--- src/rtl/bltg_pkg.sv ---
// Shared constants, types and register codes for the battery level trimmed mean gauge.
`default_nettype none

package bltg_pkg;

   // Block sizing
   localparam int SAMPLES_PER_RESULT = 10;
   localparam int LEVEL_STEPS        = 10;
   localparam int SAMPLE_BITS        = 12;

   // Fixed field widths
   localparam int REG_W       = 12;
   localparam int CSR_INDEX_W = 2;

   // Derived widths
   localparam int MEAN_DIVISOR = SAMPLES_PER_RESULT - 2;
   localparam int COUNT_W      = $clog2(SAMPLES_PER_RESULT);
   localparam int SUM_W        = SAMPLE_BITS + $clog2(SAMPLES_PER_RESULT);
   localparam int PROD_W       = SAMPLE_BITS + REG_W;
   localparam int CHARGE_W     = $clog2(LEVEL_STEPS + 1);
   localparam int DISPLAY_W    = $clog2((LEVEL_STEPS + 1) / 2 + 1);
   localparam int STEP_PROD_W  = REG_W + CHARGE_W;
   localparam int THR_W        = STEP_PROD_W + 1;

   typedef logic [SAMPLE_BITS-1:0]  sample_type;
   typedef logic [SAMPLE_BITS:0]    smallest_type;
   typedef logic [REG_W-1:0]        reg_type;
   typedef logic [COUNT_W-1:0]      count_type;
   typedef logic [SUM_W-1:0]        sum_type;
   typedef logic [PROD_W-1:0]       prod_type;
   typedef logic [CHARGE_W-1:0]     level_type;
   typedef logic [DISPLAY_W-1:0]    display_type;
   typedef logic [STEP_PROD_W-1:0]  step_prod_type;
   typedef logic signed [THR_W-1:0] thr_type;

   // Register indexes on the write port
   typedef enum logic [CSR_INDEX_W-1:0] {
      CSR_REFERENCE_MV = 2'd0,
      CSR_TOP_MV       = 2'd1,
      CSR_STEP_MV      = 2'd2
   } csr_index_type;

   // Register reset values
   localparam reg_type REFERENCE_MV_RESET = reg_type'(3300);
   localparam reg_type TOP_MV_RESET       = reg_type'(2100);
   localparam reg_type STEP_MV_RESET      = reg_type'(40);

   // Accumulator constants
   localparam smallest_type SMALLEST_RESET = smallest_type'(1 << SAMPLE_BITS);
   localparam count_type    COUNT_LAST     = count_type'(SAMPLES_PER_RESULT - 1);

   // Configuration as seen by the datapath
   typedef struct packed {
      reg_type reference_mv;
      reg_type top_mv;
      reg_type step_mv;
   } cfg_type;

endpackage

`default_nettype wire

--- src/rtl/bltg_acc.sv ---
// Sample accumulator with largest/smallest tracking and trimmed-sum stage register.
`default_nettype none

module bltg_acc (
   input  wire                  clock,
   input  wire                  reset,
   input  wire                  accept,
   input  bltg_pkg::sample_type sample,
   input  wire                  take,
   output logic                 last,
   output logic                 trim_valid,
   output bltg_pkg::sum_type    trim_sum
);

   bltg_pkg::count_type    count_ff;
   bltg_pkg::sum_type      sum_ff;
   bltg_pkg::sample_type   largest_ff;
   bltg_pkg::smallest_type smallest_ff;
   logic                   trim_valid_ff;
   logic                   trim_valid_in;
   bltg_pkg::sum_type      trim_ff;
   bltg_pkg::sum_type      trim_in;

   bltg_pkg::sum_type      sum_next;
   bltg_pkg::sample_type   largest_next;
   bltg_pkg::sample_type   smallest_next;
   bltg_pkg::sum_type      trim_next;
   logic                   finish;

   // Fold the incoming word into the running statistics
   always_comb begin
      largest_next  = (sample > largest_ff) ? sample : largest_ff;
      smallest_next = ({1'b0, sample} < smallest_ff) ? sample
                                                     : smallest_ff[bltg_pkg::SAMPLE_BITS-1:0];
      sum_next      = sum_ff + bltg_pkg::sum_type'(sample);
      trim_next     = sum_next - bltg_pkg::sum_type'(largest_next)
                               - bltg_pkg::sum_type'(smallest_next);
   end

   assign last   = (count_ff == bltg_pkg::COUNT_LAST);
   assign finish = accept && last;

   // Load the trimmed sum on the closing word, drop it once taken
   assign trim_valid_in = finish || (trim_valid_ff && !take);
   assign trim_in       = finish ? trim_next : trim_ff;

   always_ff @(posedge clock) begin
      if (reset) begin
         count_ff      <= '0;
         sum_ff        <= '0;
         largest_ff    <= '0;
         smallest_ff   <= bltg_pkg::SMALLEST_RESET;
         trim_valid_ff <= 1'b0;
      end else begin
         trim_valid_ff <= trim_valid_in;
         if (finish) begin
            count_ff    <= '0;
            sum_ff      <= '0;
            largest_ff  <= '0;
            smallest_ff <= bltg_pkg::SMALLEST_RESET;
         end else if (accept) begin
            count_ff    <= count_ff + bltg_pkg::count_type'(1);
            sum_ff      <= sum_next;
            largest_ff  <= largest_next;
            smallest_ff <= {1'b0, smallest_next};
         end
      end
   end

   always_ff @(posedge clock) begin
      trim_ff <= trim_in;
   end

   assign trim_valid = trim_valid_ff;
   assign trim_sum   = trim_ff;

endmodule

`default_nettype wire

--- src/rtl/bltg_scale.sv ---
// Mean and millivolt scaling stage: divide the trimmed sum, multiply by the reference.
`default_nettype none

module bltg_scale (
   input  wire                  clock,
   input  wire                  reset,
   input  wire                  in_valid,
   input  bltg_pkg::sum_type    trim_sum,
   input  bltg_pkg::cfg_type    cfg,
   input  wire                  down_ready,
   output logic                 take,
   output logic                 mv_valid,
   output bltg_pkg::reg_type    mv
);

   logic                 mv_valid_ff;
   logic                 mv_valid_in;
   bltg_pkg::reg_type    mv_ff;
   bltg_pkg::reg_type    mv_in;
   bltg_pkg::sample_type mean;
   bltg_pkg::prod_type   product;

   // Scale the trimmed mean to millivolts
   always_comb begin
      mean    = bltg_pkg::sample_type'(trim_sum / bltg_pkg::MEAN_DIVISOR);
      product = bltg_pkg::prod_type'(mean) * bltg_pkg::prod_type'(cfg.reference_mv);
   end

   // Advance when this stage is empty or its word moves on
   assign take        = in_valid && (!mv_valid_ff || down_ready);
   assign mv_valid_in = take || (mv_valid_ff && !down_ready);
   assign mv_in       = take ? product[bltg_pkg::PROD_W-1:bltg_pkg::SAMPLE_BITS] : mv_ff;

   always_ff @(posedge clock) begin
      if (reset) begin
         mv_valid_ff <= 1'b0;
      end else begin
         mv_valid_ff <= mv_valid_in;
      end
   end

   always_ff @(posedge clock) begin
      mv_ff <= mv_in;
   end

   assign mv_valid = mv_valid_ff;
   assign mv       = mv_ff;

endmodule

`default_nettype wire

--- src/rtl/bltg_level.sv ---
// Level thresholds and result register.
`default_nettype none

module bltg_level (
   input  wire                   clock,
   input  wire                   reset,
   input  wire                   mv_valid,
   input  bltg_pkg::reg_type     mv,
   input  bltg_pkg::cfg_type     cfg,
   output logic                  ready,
   output logic                  rsp_valid,
   input  wire                   rsp_stall,
   output bltg_pkg::reg_type     rsp_millivolts,
   output bltg_pkg::level_type   rsp_charge_level,
   output bltg_pkg::display_type rsp_display_level
);

   logic                  rsp_valid_ff;
   logic                  rsp_valid_in;
   bltg_pkg::reg_type     mv_ff;
   bltg_pkg::reg_type     mv_in;
   bltg_pkg::level_type   charge_ff;
   bltg_pkg::level_type   charge_in;
   bltg_pkg::display_type display_ff;
   bltg_pkg::display_type display_in;

   bltg_pkg::thr_type     mv_s;
   bltg_pkg::level_type   level;
   logic [bltg_pkg::CHARGE_W:0] level_inc;
   logic                  load;

   // Walk thresholds from lowest to highest so the highest met one wins
   always_comb begin
      mv_s  = bltg_pkg::thr_type'(mv);
      level = '0;
      for (int i = bltg_pkg::LEVEL_STEPS; i >= 1; i--) begin
         if (mv_s >= bltg_pkg::thr_type'(cfg.top_mv)
                     - bltg_pkg::thr_type'(bltg_pkg::step_prod_type'(cfg.step_mv)
                                           * bltg_pkg::step_prod_type'(i))) begin
            level = bltg_pkg::level_type'(bltg_pkg::LEVEL_STEPS + 1 - i);
         end
      end
      level_inc = {1'b0, level} + {{bltg_pkg::CHARGE_W{1'b0}}, 1'b1};
   end

   // Hold the result while the receiver stalls
   assign ready        = !rsp_valid_ff || !rsp_stall;
   assign load         = mv_valid && ready;
   assign rsp_valid_in = load || (rsp_valid_ff && rsp_stall);
   assign mv_in        = load ? mv : mv_ff;
   assign charge_in    = load ? level : charge_ff;
   assign display_in   = load ? bltg_pkg::display_type'(level_inc[bltg_pkg::CHARGE_W:1])
                              : display_ff;

   always_ff @(posedge clock) begin
      if (reset) begin
         rsp_valid_ff <= 1'b0;
      end else begin
         rsp_valid_ff <= rsp_valid_in;
      end
   end

   always_ff @(posedge clock) begin
      mv_ff      <= mv_in;
      charge_ff  <= charge_in;
      display_ff <= display_in;
   end

   assign rsp_valid         = rsp_valid_ff;
   assign rsp_millivolts    = mv_ff;
   assign rsp_charge_level  = charge_ff;
   assign rsp_display_level = display_ff;

endmodule

`default_nettype wire

--- src/rtl/battery_level_trimmed_mean_gauge_top.sv ---
// Top level of the battery level trimmed mean gauge.
//
// Usage:
//   Raw converter samples enter on the req_ channel (req_valid, req_stall,
//   req_sample). Every tenth accepted word closes a group: the largest and
//   smallest samples are dropped, the rest averaged, scaled by reference_mv
//   and shifted down by the sample width, and the voltage, charge level and
//   display level leave as one word on the rsp_ channel. Other words give
//   no result.
//   Path: the trimmed sum is registered in the accumulator, then passes
//   the scale stage and the level stage before rsp_valid rises.
//   Throughput: one word per cycle while req_stall is low; the three-stage
//   pipeline takes new samples while a result waits in the output register.
//   Stall: a stalled result holds; the pipeline fills behind it, and only a
//   group-closing word is refused (req_stall) when no stage is free for it.
//   Reset: synchronous, active high; clears the accumulators and all valid
//   flags and loads reference 3300, top 2100 and step 40 mV. No clearing
//   pass is needed. The user must write registers on csr_we only while the
//   block is idle, which the block does not enforce; writes to an unused index are ignored.
`default_nettype none

module battery_level_trimmed_mean_gauge_top (
   input  wire                                  clock,
   input  wire                                  reset,
   input  wire                                  req_valid,
   output logic                                 req_stall,
   input  wire  [bltg_pkg::SAMPLE_BITS-1:0]     req_sample,
   output logic                                 rsp_valid,
   input  wire                                  rsp_stall,
   output logic [bltg_pkg::REG_W-1:0]           rsp_millivolts,
   output logic [bltg_pkg::CHARGE_W-1:0]        rsp_charge_level,
   output logic [bltg_pkg::DISPLAY_W-1:0]       rsp_display_level,
   input  wire                                  csr_we,
   input  wire  [bltg_pkg::CSR_INDEX_W-1:0]     csr_index,
   input  wire  [bltg_pkg::REG_W-1:0]           csr_wdata
);

   bltg_pkg::reg_type reference_ff;
   bltg_pkg::reg_type top_ff;
   bltg_pkg::reg_type step_ff;
   bltg_pkg::cfg_type cfg;

   logic              req_accept;
   logic              acc_last;
   logic              trim_valid;
   bltg_pkg::sum_type trim_sum;
   logic              trim_take;
   logic              mv_valid;
   bltg_pkg::reg_type mv;
   logic              level_ready;

   // Configuration registers
   always_ff @(posedge clock) begin
      if (reset) begin
         reference_ff <= bltg_pkg::REFERENCE_MV_RESET;
         top_ff       <= bltg_pkg::TOP_MV_RESET;
         step_ff      <= bltg_pkg::STEP_MV_RESET;
      end else if (csr_we) begin
         unique case (csr_index)
            bltg_pkg::CSR_REFERENCE_MV: reference_ff <= csr_wdata;
            bltg_pkg::CSR_TOP_MV:       top_ff       <= csr_wdata;
            bltg_pkg::CSR_STEP_MV:      step_ff      <= csr_wdata;
            default: begin
            end
         endcase
      end
   end

   assign cfg = '{reference_mv: reference_ff, top_mv: top_ff, step_mv: step_ff};

   // Refuse only a closing word that would overwrite an untaken trimmed sum
   assign req_stall  = acc_last && trim_valid && !trim_take;
   assign req_accept = req_valid && !req_stall;

   bltg_acc u_acc (
      .clock      (clock),
      .reset      (reset),
      .accept     (req_accept),
      .sample     (req_sample),
      .take       (trim_take),
      .last       (acc_last),
      .trim_valid (trim_valid),
      .trim_sum   (trim_sum)
   );

   bltg_scale u_scale (
      .clock      (clock),
      .reset      (reset),
      .in_valid   (trim_valid),
      .trim_sum   (trim_sum),
      .cfg        (cfg),
      .down_ready (level_ready),
      .take       (trim_take),
      .mv_valid   (mv_valid),
      .mv         (mv)
   );

   bltg_level u_level (
      .clock             (clock),
      .reset             (reset),
      .mv_valid          (mv_valid),
      .mv                (mv),
      .cfg               (cfg),
      .ready             (level_ready),
      .rsp_valid         (rsp_valid),
      .rsp_stall         (rsp_stall),
      .rsp_millivolts    (rsp_millivolts),
      .rsp_charge_level  (rsp_charge_level),
      .rsp_display_level (rsp_display_level)
   );

   // Stalling the input is only needed for a group-closing word
   a_stall_only_on_last: assert property (@(posedge clock) disable iff (reset)
      req_stall |-> acc_last)
      else $error("input stalled on a word that does not close a group");

   // A pending trimmed sum stays until the scale stage takes it
   a_trim_held: assert property (@(posedge clock) disable iff (reset)
      trim_valid && !trim_take |=> trim_valid)
      else $error("trimmed sum lost before it was taken");

   // A new result must come from a valid scaled voltage
   a_rsp_from_mv: assert property (@(posedge clock) disable iff (reset)
      $rose(rsp_valid) |-> $past(mv_valid))
      else $error("result appeared without a scaled voltage");

   // The level never exceeds the number of steps
   a_level_range: assert property (@(posedge clock) disable iff (reset)
      rsp_valid |-> (rsp_charge_level <= bltg_pkg::level_type'(bltg_pkg::LEVEL_STEPS)))
      else $error("charge level out of range");

endmodule

`default_nettype wire
--- config.mk ---
export PLATFORM = sky130hd
export DESIGN_NAME = battery_level_trimmed_mean_gauge_top
export DESIGN_NICKNAME = d
export VERILOG_FILES = /design/src/rtl/bltg_pkg.sv /design/src/rtl/bltg_acc.sv /design/src/rtl/bltg_scale.sv /design/src/rtl/bltg_level.sv /design/src/rtl/battery_level_trimmed_mean_gauge_top.sv
export SDC_FILE = /design/constraint.sdc
export NUM_CORES = 1
export LEC_CHECK = 0
export ABC_AREA = 1
export BUFFER_PORTS_ARGS = -buffer_cell sky130_fd_sc_hd__buf_2
export CORE_MARGIN = 4
export CORE_UTILIZATION = 28
export CTS_CLUSTER_DIAMETER = 40
export CTS_CLUSTER_SIZE = 14
export DETAILED_ROUTE_END_ITERATION = 16
export GPL_TIMING_DRIVEN = 1
export SETUP_SLACK_MARGIN = 0.15
export SLEW_MARGIN = 20
export SYNTH_ARGS = -nofsm -noshare
export SYNTH_HDL_FRONTEND = slang
export SYNTH_SLANG_ARGS = --single-unit
--- constraint.sdc ---
create_clock -name clock -period 4.9 [get_ports clock]
set_input_delay 0.49 -clock clock [delete_from_list [all_inputs] [get_ports clock]]
set_output_delay 0.49 -clock clock [all_outputs]
set_load 0.05 [all_outputs]
==> results of run 1 <==
==> cell usage after synthesis, drive strengths merged (4+ instances only) <==
| master | count |
|---|---|
| nor4 | 5 |
| a21oi | 240 |
| o21a | 15 |
| a31oi | 10 |
| o21bai | 18 |
| o21ai | 118 |
| fa | 169 |
| edfxtp | 43 |
| dfxtp | 83 |
| ha | 403 |
| or2 | 6 |
| nand4 | 34 |
| inv | 522 |
| a211oi | 4 |
| nor3 | 29 |
| o31ai | 4 |
| a21o | 22 |
| nand3 | 93 |
| o221ai | 4 |
| nor2 | 146 |
| xnor2 | 64 |
| buf | 5 |
| o2111ai | 5 |
| xor2 | 91 |
| nand2 | 609 |
| clkbuf | 44 |
| o211ai | 34 |
| nand3b | 6 |
==> cells in the final DEF, fill, tap and decap left out, drive strengths merged, types with 2 or more instances in the layout <==
master,netlist,layout
a211oi,4,4
a21o,22,22
a21oi,240,240
a221oi,2,2
a22o,2,2
a31oi,10,10
and2,2,2
buf,5,239
clkbuf,44,17
clkinv,1,5
dfxtp,83,83
diode,0,2
edfxtp,43,43
fa,169,169
ha,403,403
inv,522,531
nand2,609,609
nand3,93,93
nand3b,6,6
nand4,34,34
nor2,146,146
nor3,29,29
nor4,5,5
o2111a,2,2
o2111ai,5,5
o211ai,34,34
o21a,15,15
o21ai,118,118
o21bai,18,18
o221ai,4,4
o31ai,4,4
or2,6,6
xnor2,64,64
xor2,91,91
==> worst max-delay path by stage <==
stage          depth (start not counted)  slack, ns               start             end
2_1_floorplan                         19       0.15   u_acc.trim_sum[7]  u_scale.mv[11]
3_3_place_gp                          17      -0.10   u_acc.trim_sum[6]  u_scale.mv[11]
3_5_place_dp                          17      -0.14   u_acc.trim_sum[6]  u_scale.mv[11]
4_1_cts                               18     -0.009  u_acc.trim_sum[10]  u_scale.mv[10]
5_1_grt                               17      -0.24  u_acc.trim_sum[10]  u_scale.mv[10]
6_report                              17      -0.06  u_acc.trim_sum[10]  u_scale.mv[10]
==> metal layers <==
| metal | vias to the layer above | share of wire, % | global-route usage [%] |
|---|---|---|---|
| li1 | 9673 | - | - |
| met1 | 8893 | 46 | 20.5 |
| met4 | 4 | 2.9 | 4.80 |
| met3 | 115 | 5.2 | 2.75 |
| met2 | 392 | 46 | 25.9 |
| met5 | - | 0.053 | 0 |
==> critical path: cells and delay by family (launching register included) <==
kind | cells | cell delay (ns)
AOI/OAI and AO/OA | 5 | 0.84
xor gates and xnor gates | 1 | 0.15
buffers and inverters | 4 | 0.32
adders and majority gates | 6 | 2.81
DFF | 1 | 0.51
and+or+nand+nor | 1 | 0.07
==> power by group through the flow <==
| stage | clock network (mW) | registers [mW] | logic [mW] |
|---|---|---|---|
| after global routing | 1.43 | 1.31 | 6.40 |
| after CTS | 1.39 | 1.30 | 5.12 |
| after floorplan | 0 | 1.32 | 3.68 |
| after global placement | 0 | 1.32 | 4.90 |
| after detailed placement | 0 | 1.32 | 4.97 |
| final | 1.36 | 1.30 | 5.63 |
==> state kept, by name (all words and copies together) (netlist names) <==
signal and flops:
u_acc.sum_ff 15, u_acc.smallest_ff 13, reference_ff 12, step_ff 12, top_ff 12, u_acc.largest_ff 12, u_acc.trim_sum 12, u_level.rsp_millivolts 12
u_scale.mv 12, u_acc.count_ff 4, u_level.rsp_charge_level 4, u_level.rsp_display_level 3, u_acc.trim_valid 1, u_level.rsp_valid 1, u_scale.mv_valid 1
==> final cells by class <==
cell class / instances / area share (%)
clock inverter: 15 / 0.736
inverter: 523 / 7.62
sequential: 126 / 11.5
multi-input combinational: 2143 / 66.8
timing repair buffer: 239 / 6.69
antenna: 2 / 0.0194
tap: 1030 / 4.99
clock buffer: 17 / 1.65
==> logic make-up after synthesis <==
kind of cell               synth area share [%]
adders and majority gates                  39.1
AOI/OAI and AO/OA                          13.1
and+or+nand+nor                            17.9
DFF                                        13.7
buffers and inverters                      9.98
xor gates and xnor gates                   6.29
==> what timing repair did <==
item / in CTS / in global routing
buffers inserted: 9 / 30
pin swaps: 19 / 103
hold endpoints to repair: 0 / 0
resized for setup: 33 / 165
setup endpoints to repair: 12 / 26
==> stage by stage <==
| step | hold WS (ns) | setup WS (ns) | setup TNS, ns | std cells | util (%) |
|---|---|---|---|---|---|
| floorplan | 0.426 | 0.151 | 0 | 2841 | - |
| global placement | 0.458 | -0.102 | -0.231 | 4022 | 31.7 |
| finish | 0.252 | -0.0595 | -0.164 | 4095 | 33.9 |
| detailed placement | 0.464 | -0.141 | -0.404 | 4022 | 31.7 |
| global route | 0.236 | -0.241 | -1.45 | 4093 | 33.9 |
| CTS | 0.204 | -0.00865 | -0.0111 | 4063 | 32.7 |
==> impl_metrics.env, run 1 <==
export IMPL_clk_insertion_delay_late_ns=0.49
export IMPL_ctsLongestPathBuffers=2
export IMPL_clock_root_buffer="clkbuf_16"
export IMPL_path_clk_slew_ns=0.07
export IMPL_cpMostUsedCell="fa_1"
export IMPL_reg2regPathDepth=17
export IMPL_antenna_found_initial=4
export IMPL_grt_pass1_vias=18454
export IMPL_crit_path_end_kind="flop"
export IMPL_period_share_pct=101
export IMPL_p_sw_share_pct=46.1
export IMPL_fin_skew_ns=0.0150
export IMPL_period_needed_ns=4.96
export IMPL_rows=101
export IMPL_status="finished with violations"
export IMPL_io_buffers=51
export IMPL_synthArstFlopShare_pct=0
export IMPL_synth_area_leaders="ha_1 (23%), fa_1 (16%), nand2_1 (10%), inv_1 (9.0%), dfxtp_1 (7.7%)"
export IMPL_nets=3653
export IMPL_numCtsBuffers=17
export IMPL_drc=0
export IMPL_p_per_area_mw_per_mm2=321
export IMPL_max_cap_violations=0
export IMPL_synth_nets=3444
export IMPL_p_leak_nw=13.1
export IMPL_p_switching_mw=3.83
export IMPL_die_h_um=286
export IMPL_gr_usage_all_layers_pct=15.5
export IMPL_fmax_mhz=202
export IMPL_vdd_drop_max_mv=0.231
export IMPL_synth_yosys_seq_area_share_pct=13.7
export IMPL_dpl_cell_area_mm2=0.0241
export IMPL_crit_slowest_cell="fa_1"
export IMPL_synth_warnings=0
export IMPL_hold_path_class="in2reg"
export IMPL_grt_overflow_total=0
export IMPL_timing_critical_path_cells="buf_4 -> nand2_2 -> fa_1 -> fa_1 -> inv_2 -> fa_1 -> inv_2 -> fa_1 -> inv_1 -> fa_1 -> ha_4 -> a21oi_4 -> o2111ai_4 -> a21o_1 -> a21oi_2 -> o21ai_1 -> xor2_1"
export IMPL_critPathMaxStageDelay_ns=0.59
export IMPL_yosys_area_top_type_share_pct=23.4
export IMPL_cts_max_level=4
export IMPL_finalPower_mw=8.29
export IMPL_p_comb_share_pct=67.9
export IMPL_avgRoutedWirePerCell_um=15.6
export IMPL_crit_required_ns=5.13
export IMPL_wl_um=64000
export IMPL_drt_iter0_drc=1047
export IMPL_ys_seq_elements=126
export IMPL_synth_largest_area_cell="ha_1"
export IMPL_finalSetupViolations=5
export IMPL_syn_instance_count=2841
export IMPL_firstDrtPassIters=5
export IMPL_synth_edf_count=43
export IMPL_r2r_slack_ns=-0.06
export IMPL_synth_main_ff_cell="dfxtp_1"
export IMPL_hold_buffers=0
export IMPL_regArea_mm2=0.00298
export IMPL_power_frac_clock_pct=16.4
export IMPL_dieArea_mm2=0.0815
export IMPL_r2r_end="u_scale.mv[10]"
export IMPL_violations="setup timing"
export IMPL_worstSetupPathType="reg2reg"
export IMPL_seqPwrFrac_pct=15.7
export IMPL_maxSlewViolCount=0
export IMPL_synthesis_area_mm2=0.0216
export IMPL_cp_start_kind="flop"
export IMPL_num_fill_cells=8020
export IMPL_reg2reg_from="u_acc.trim_sum[10]"
export IMPL_avgSynthCellArea_um2=7.59
export IMPL_hpwl_um=51400
export IMPL_ios=52
export IMPL_rsz0062_at_grt="yes"
export IMPL_tritoncts="yes"
export IMPL_hp_start="reset"
export IMPL_grt_max_degree=62
export IMPL_yosysUniqueCellTypes=54
export IMPL_worstHoldEndpoint="u_scale.mv_valid"
export IMPL_p_int_mw=4.47
export IMPL_hold_viol_final=0
export IMPL_ant_nets=0
export IMPL_vias=19077
export IMPL_crit_fanout=6
export IMPL_syn2layout_area_growth_pct=19.8
export IMPL_setup_ws_ns=-0.0595
export IMPL_multi_input_area_mm2=0.0172
export IMPL_place_congestion=0.890
export IMPL_worstHoldPathCells=2
export IMPL_layout_drive_gt1_share_pct=15.9
export IMPL_tightest_slew_ns=1.07
export IMPL_design_area_mm2=0.0258
export IMPL_via_per_inst=4.66
export IMPL_clock_sinks=126
export IMPL_grt_pass1_wl_um=100000
export IMPL_maxSlewHeadroom_pct=28.4
export IMPL_initial_utilization_pct=28.3
export IMPL_core_area_mm2=0.0762
export IMPL_die_w_um=286
export IMPL_crit_arrival_ns=5.19
(Power assumes the default switching activity.)
==> run 2: changes to the inputs <==
==> constraint.sdc (replaced) <==
create_clock -name clock -period 4.9 [get_ports clock]
set_input_delay 0.245 -clock clock [delete_from_list [all_inputs] [get_ports clock]]
set_output_delay 0.245 -clock clock [all_outputs]
set_load 0.05 [all_outputs]
==> run 2 against run 1 <==
Global-route usage is 0.091 points higher. Via count grew 0.97%. The run still ends with setup timing left. Largest power group unchanged. Critical path depth increased by 2. Non-clock buffer count rose by 7. Clock-buffer cell count did not move. Core utilization increased by 0.44 points.
==> impl_metrics.env, run 2 (synthesis gave the netlist of run 1 again) <==
export IMPL_status="finished with violations"
export IMPL_violations="setup timing"
export IMPL_path_clk_slew_ns=0.08
export IMPL_timing_critical_path_cells="buf_6 -> nand2_4 -> fa_2 -> fa_1 -> inv_2 -> fa_1 -> inv_2 -> fa_1 -> inv_2 -> fa_1 -> ha_4 -> nand2_4 -> nor2_4 -> nand3_2 -> o2111ai_4 -> a21o_1 -> a21oi_2 -> o21ai_1 -> xor2_1"
export IMPL_tightest_slew_ns=1.15
export IMPL_place_congestion=0.897
export IMPL_nets=3660
export IMPL_initial_utilization_pct=28.3
export IMPL_io_buffers=51
export IMPL_max_cap_violations=0
export IMPL_critPathLaunch="u_acc.trim_sum[8]"
export IMPL_grt_max_degree=62
export IMPL_grt_pass1_wl_um=101000
export IMPL_p_leak_nw=13.1
export IMPL_die_w_um=286
export IMPL_cpMostUsedCell="fa_1"
export IMPL_cp_start_kind="flop"
export IMPL_crit_fanout=4
export IMPL_critPathMaxStageDelay_ns=0.55
export IMPL_ios=52
export IMPL_p_sw_share_pct=46.1
export IMPL_syn2layout_area_growth_pct=21.3
export IMPL_hold_viol_final=0
export IMPL_maxSlewHeadroom_pct=23.4
export IMPL_via_per_inst=4.70
export IMPL_numCtsBuffers=17
export IMPL_p_comb_share_pct=68.5
export IMPL_regArea_mm2=0.00299
export IMPL_tritoncts="yes"
export IMPL_mostFrequentLayoutCells="nand2_1 (557), inv_1 (493), ha_1 (368)"
export IMPL_antenna_found_initial=2
export IMPL_crit_required_ns=5.14
export IMPL_num_fill_cells=7932
export IMPL_clock_root_buffer="clkbuf_16"
export IMPL_reg2reg_from="u_acc.trim_sum[8]"
export IMPL_worstSetupPathType="reg2reg"
export IMPL_core_area_mm2=0.0762
export IMPL_p_int_mw=4.54
export IMPL_period_share_pct=100
export IMPL_fin_tns_setup_ns=-0.0136
export IMPL_period_needed_ns=4.91
export IMPL_cts_max_level=4
export IMPL_crit_path_end_kind="flop"
export IMPL_p_switching_mw=3.89
export IMPL_multi_input_area_mm2=0.0175
export IMPL_ctsLongestPathBuffers=2
export IMPL_layout_commonest_cell="nand2_1"
export IMPL_crit_slowest_cell="fa_1"
export IMPL_largest_reg_flops=15
export IMPL_dieArea_mm2=0.0815
export IMPL_crit_arrival_ns=5.15
export IMPL_regMostFlops="u_acc.sum_ff"
export IMPL_firstDrtPassIters=5
export IMPL_clk_insertion_delay_late_ns=0.49
export IMPL_grt_pass1_vias=18492
export IMPL_wl_um=64800
export IMPL_gr_usage_all_layers_pct=15.6
export IMPL_vias=19263
export IMPL_ant_nets=0
export IMPL_setup_ws_ns=-0.0125
export IMPL_vdd_drop_max_mv=0.241
export IMPL_clock_sinks=126
export IMPL_avgRoutedWirePerCell_um=15.8
export IMPL_design_area_mm2=0.0262
export IMPL_p_per_area_mw_per_mm2=323
export IMPL_fin_skew_ns=0.0173
export IMPL_rsz0062_at_grt="yes"
export IMPL_grt_overflow_total=0
export IMPL_drt_iter0_drc=1136
export IMPL_hpwl_um=51400
export IMPL_layout_drive_gt1_share_pct=17.3
export IMPL_drc=0
export IMPL_seqPwrFrac_pct=15.4
export IMPL_maxSlewViolCount=0
export IMPL_finalSetupViolations=2
export IMPL_die_h_um=286
export IMPL_fmax_mhz=204
export IMPL_finalHoldWorstSlack_ns=0.0530
export IMPL_power_frac_clock_pct=16.1
export IMPL_rows=101
export IMPL_dpl_cell_area_mm2=0.0240
export IMPL_reg_top3="u_acc.sum_ff: 15 flops, u_acc.smallest_ff: 13 flops"
export IMPL_hold_path_class="in2reg"
export IMPL_hp_start="csr_wdata[7]"
## run 2: cell count changes in the layout (fill, tap and decap cells not counted), moves of 8 or more
cell	delta
buf_6	+13
buf_4	-8
ha_4	+8
inv_1	-8
## run 2: worst paths after layout
kind | cells past startpoint | slack, ns | endpoint
min reg2reg | 2 | 0.47 | u_acc.sum_ff[2]
max reg2reg | 19 | -0.01 | u_scale.mv[10]
min | 3 | 0.05 | reference_ff[7]
max | 19 | -0.01 | u_scale.mv[10]
## run 2: power groups by stage
| stage | sequential [mW] | clock [mW] | combinational [mW] |
|---|---|---|---|
| final | 1.30 | 1.36 | 5.78 |
| after global routing | 1.31 | 1.44 | 6.53 |
| after CTS | 1.30 | 1.39 | 5.14 |
| after detailed placement | 1.32 | 0 | 4.91 |
| after global placement | 1.32 | 0 | 4.84 |
| after floorplan | 1.32 | 0 | 3.68 |
## run 2: cell type report
class | count | share of cell area (%)
flip-flops and latches | 126 | 11.4
clock buffers | 17 | 1.63
diodes | 2 | 0.0191
multi-input cells | 2143 | 66.7
well taps | 1030 | 4.93
repair buffers | 246 | 6.99
clock inverters | 15 | 0.717
inverters | 523 | 7.57
## run 2: per-stage QoR
stage | util, % | power (mW) | setup WS, ns | std cells
after detailed placement | 31.6 | 6.23 | -0.156 | 4010
after floorplan | - | 5.00 | 0.151 | 2841
after global routing | 34.3 | 9.27 | -0.187 | 4100
after global placement | 31.6 | 6.16 | -0.0864 | 4010
final | 34.3 | 8.44 | -0.0125 | 4102
after CTS | 32.7 | 7.83 | -0.0220 | 4052
## run 2: worst max-delay path: cells and delay by family, from the launching register on
family | cells | cell delay (ns)
fa+ha+maj | 6 | 2.81
xor+xnor | 1 | 0.17
flops | 1 | 0.49
simple gates | 4 | 0.25
buf+inv | 4 | 0.31
compound gates | 4 | 0.65
## run 2: layer usage
layer  routed length [um]  vias to the layer above  GRT usage, %
li1                     -                     9658             -
met1                29200                     9066          20.7
met2                30100                      428          25.9
met3                 3490                      109          2.80
met4                 1990                        2          5.00
met5                   13                        -             0
## run 2: what timing repair did
action | 4_1_cts | 5_1_grt
cloned | 0 | 1
pin swaps | 38 | 127
buffers inserted | 9 | 47
endpoints found under the hold margin | 2 | 0
resized for setup | 47 | 224
hold buffers | 1 | 0
endpoints found under the setup margin | 12 | 24
==> run 3: changes to the inputs <==
--- a/config.mk
+++ b/config.mk
@@ -14,7 +14,9 @@
 export DETAILED_ROUTE_END_ITERATION = 16
 export GPL_TIMING_DRIVEN = 1
 export SETUP_SLACK_MARGIN = 0.15
+export SKIP_CTS_REPAIR_TIMING = 1
 export SLEW_MARGIN = 20
 export SYNTH_ARGS = -nofsm -noshare
 export SYNTH_HDL_FRONTEND = slang
 export SYNTH_SLANG_ARGS = --single-unit
+export TNS_END_PERCENT = 10
==> run 3 against run 2 <==
The flow still finishes with violations (setup timing). Register-to-register slack worse by 0.03 ns. Core utilization is 0.82 points lower. Combinational power fell by 2%. Sequential power about the same. Highest routed layer is now met4.
==> impl_metrics.env, run 3 (synthesis gave the netlist of run 1 again) <==
export IMPL_via_per_inst=4.70
export IMPL_ant_nets=0
export IMPL_grt_pass1_wl_um=102000
export IMPL_drt_iter0_drc=1086
export IMPL_r2r_slack_ns=-0.04
export IMPL_worstHoldEndpoint="top_ff[11]"
export IMPL_layout_commonest_cell="nand2_1"
export IMPL_nets=3661
export IMPL_fmax_mhz=202
export IMPL_largest_reg_flops=15
export IMPL_fin_skew_ns=0.0141
export IMPL_met3_length_um=2930
export IMPL_mostFrequentLayoutCells="nand2_1 (583), inv_1 (508), ha_1 (387)"
export IMPL_numCtsBuffers=17
export IMPL_period_share_pct=101
export IMPL_hp_start="csr_wdata[11]"
export IMPL_initial_utilization_pct=28.3
export IMPL_grt_max_degree=62
export IMPL_hold_path_class="in2reg"
export IMPL_num_antenna_cells=0
export IMPL_maxSlewHeadroom_pct=24.3
export IMPL_p_per_area_mw_per_mm2=323
export IMPL_core_area_mm2=0.0762
export IMPL_antenna_found_initial=1
export IMPL_cts_max_level=4
export IMPL_tightest_slew_ns=1.13
export IMPL_crit_arrival_ns=5.17
export IMPL_status="finished with violations"
export IMPL_die_w_um=286
export IMPL_max_cap_violations=0
export IMPL_clock_root_buffer="clkbuf_16"
export IMPL_ctsLongestPathBuffers=2
export IMPL_regMostFlops="u_acc.sum_ff"
export IMPL_r2r_end="u_scale.mv[8]"
export IMPL_syn2layout_area_growth_pct=18.4
export IMPL_reg_top3="u_acc.sum_ff: 15 flops, u_acc.smallest_ff: 13 flops"
export IMPL_worstHoldPathCells=3
export IMPL_cp_start_kind="flop"
export IMPL_place_congestion=0.895
export IMPL_gr_usage_all_layers_pct=15.8
export IMPL_hold_viol_final=0
export IMPL_io_buffers=51
export IMPL_tritoncts="yes"
export IMPL_rows=101
export IMPL_firstDrtPassIters=7
export IMPL_layout_drive_gt1_share_pct=13.7
export IMPL_maxSlewViolCount=0
export IMPL_vdd_drop_max_mv=0.278
export IMPL_ios=52
export IMPL_met1Wirelength_um=29000
export IMPL_crit_fanout=4
export IMPL_p_leak_nw=13.1
export IMPL_avgRoutedWirePerCell_um=15.7
export IMPL_layout_cells_non_filler=4101
export IMPL_setup_ws_ns=-0.0448
export IMPL_fin_util_pct=33.5
export IMPL_vias=19295
export IMPL_wl_um=64300
export IMPL_grt_pass1_vias=19061
export IMPL_clock_sinks=126
export IMPL_reg2regPathDepth=19
export IMPL_crit_required_ns=5.13
export IMPL_dieArea_mm2=0.0815
export IMPL_highest_layer="met4"
export IMPL_worstSetupPathType="reg2reg"
export IMPL_path_clk_slew_ns=0.07
export IMPL_dp_cells=4058
export IMPL_wl_met2_um=30800
export IMPL_violations="setup timing"
export IMPL_die_h_um=286
export IMPL_finalSetupViolations=3
export IMPL_crit_path_end_kind="flop"
export IMPL_grt_overflow_total=0
export IMPL_hpwl_um=51900
export IMPL_rsz0062_at_grt="yes"
export IMPL_drc=0
export IMPL_reg2reg_from="u_acc.trim_sum[10]"
export IMPL_clk_insertion_delay_late_ns=0.49
export IMPL_period_needed_ns=4.94
## run 3: changes by cell type in the layout (fill, tap and decap cells not counted), sizes merged
cell / delta
inv: -1
clkinvlp: +1
clkbuf: +2
buf: +1
diode: -2
bufinv: -1
clkinv: -1
## run 3: worst max path at each step
stage                                        end  depth (start not counted)               start  slack [ns]
global placement                  u_scale.mv[11]                         17   u_acc.trim_sum[6]       -0.14
global route        u_level.rsp_display_level[1]                         31          step_ff[1]       -0.19
finish                             u_scale.mv[8]                         19  u_acc.trim_sum[10]       -0.04
detailed placement                u_scale.mv[11]                         18   u_acc.trim_sum[8]       -0.27
CTS                               u_scale.mv[11]                         18   u_acc.trim_sum[8]       -0.26
floorplan                         u_scale.mv[11]                         19   u_acc.trim_sum[4]        0.11
## run 3: cell type report
| type | count | area [um^2] |
|---|---|---|
| tap | 1030 | 1290 |
| timing repair buffer | 247 | 1810 |
| fill | 8060 | 50700 |
| multi-input combinational | 2143 | 16900 |
| clock inverter | 13 | 118 |
| clock buffer | 19 | 464 |
| sequential | 126 | 2970 |
| inverter | 523 | 1970 |
## run 3: metal layers
metal / vias to the layer above / global-route usage [%]
li1: 9671 / -
met2: 394 / 27.6
met4: 0 / 4.48
met5: - / 0
met3: 82 / 2.59
met1: 9148 / 20.1
## run 3: metrics by stage
| stage | area (um^2) | hold WS, ns | TNS, ns | total power [mW] | worst slack, ns |
|---|---|---|---|---|---|
| finish | 25500 | 0.0270 | -0.102 | 8.25 | -0.0448 |
| global route | 25500 | 0.0231 | -1.47 | 9.09 | -0.194 |
| CTS | 25000 | -0.0570 | -1.09 | 7.89 | -0.256 |
| detailed placement | 24400 | 0.460 | -1.06 | 6.52 | -0.270 |
| global placement | 24400 | 0.458 | -0.358 | 6.45 | -0.144 |
| floorplan | 21700 | 0.314 | 0 | 4.97 | 0.109 |
## run 3: report_power, final
group          internal (mW)  leakage (nW)  switching, mW
registers               1.26          1.07         0.0455
clock network          0.707         0.286          0.594
logic                   2.52          11.7           3.13
total                   4.48          13.1           3.77
## run 3: critical path: stages, from the launching register on
cell       delay (ns)
edfxtp_1         0.49
buf_6            0.17
nand2_2          0.07
fa_2             0.47
fa_1             0.56
inv_2            0.04
fa_1             0.54
inv_2            0.04
fa_1             0.47
inv_1            0.05
fa_1             0.48
ha_4             0.28
nand2_4          0.08
nor2_4           0.04
nand3_2          0.08
o2111ai_4        0.14
a21o_1           0.24
a21oi_2          0.19
o21ai_1          0.10
xor2_1           0.15
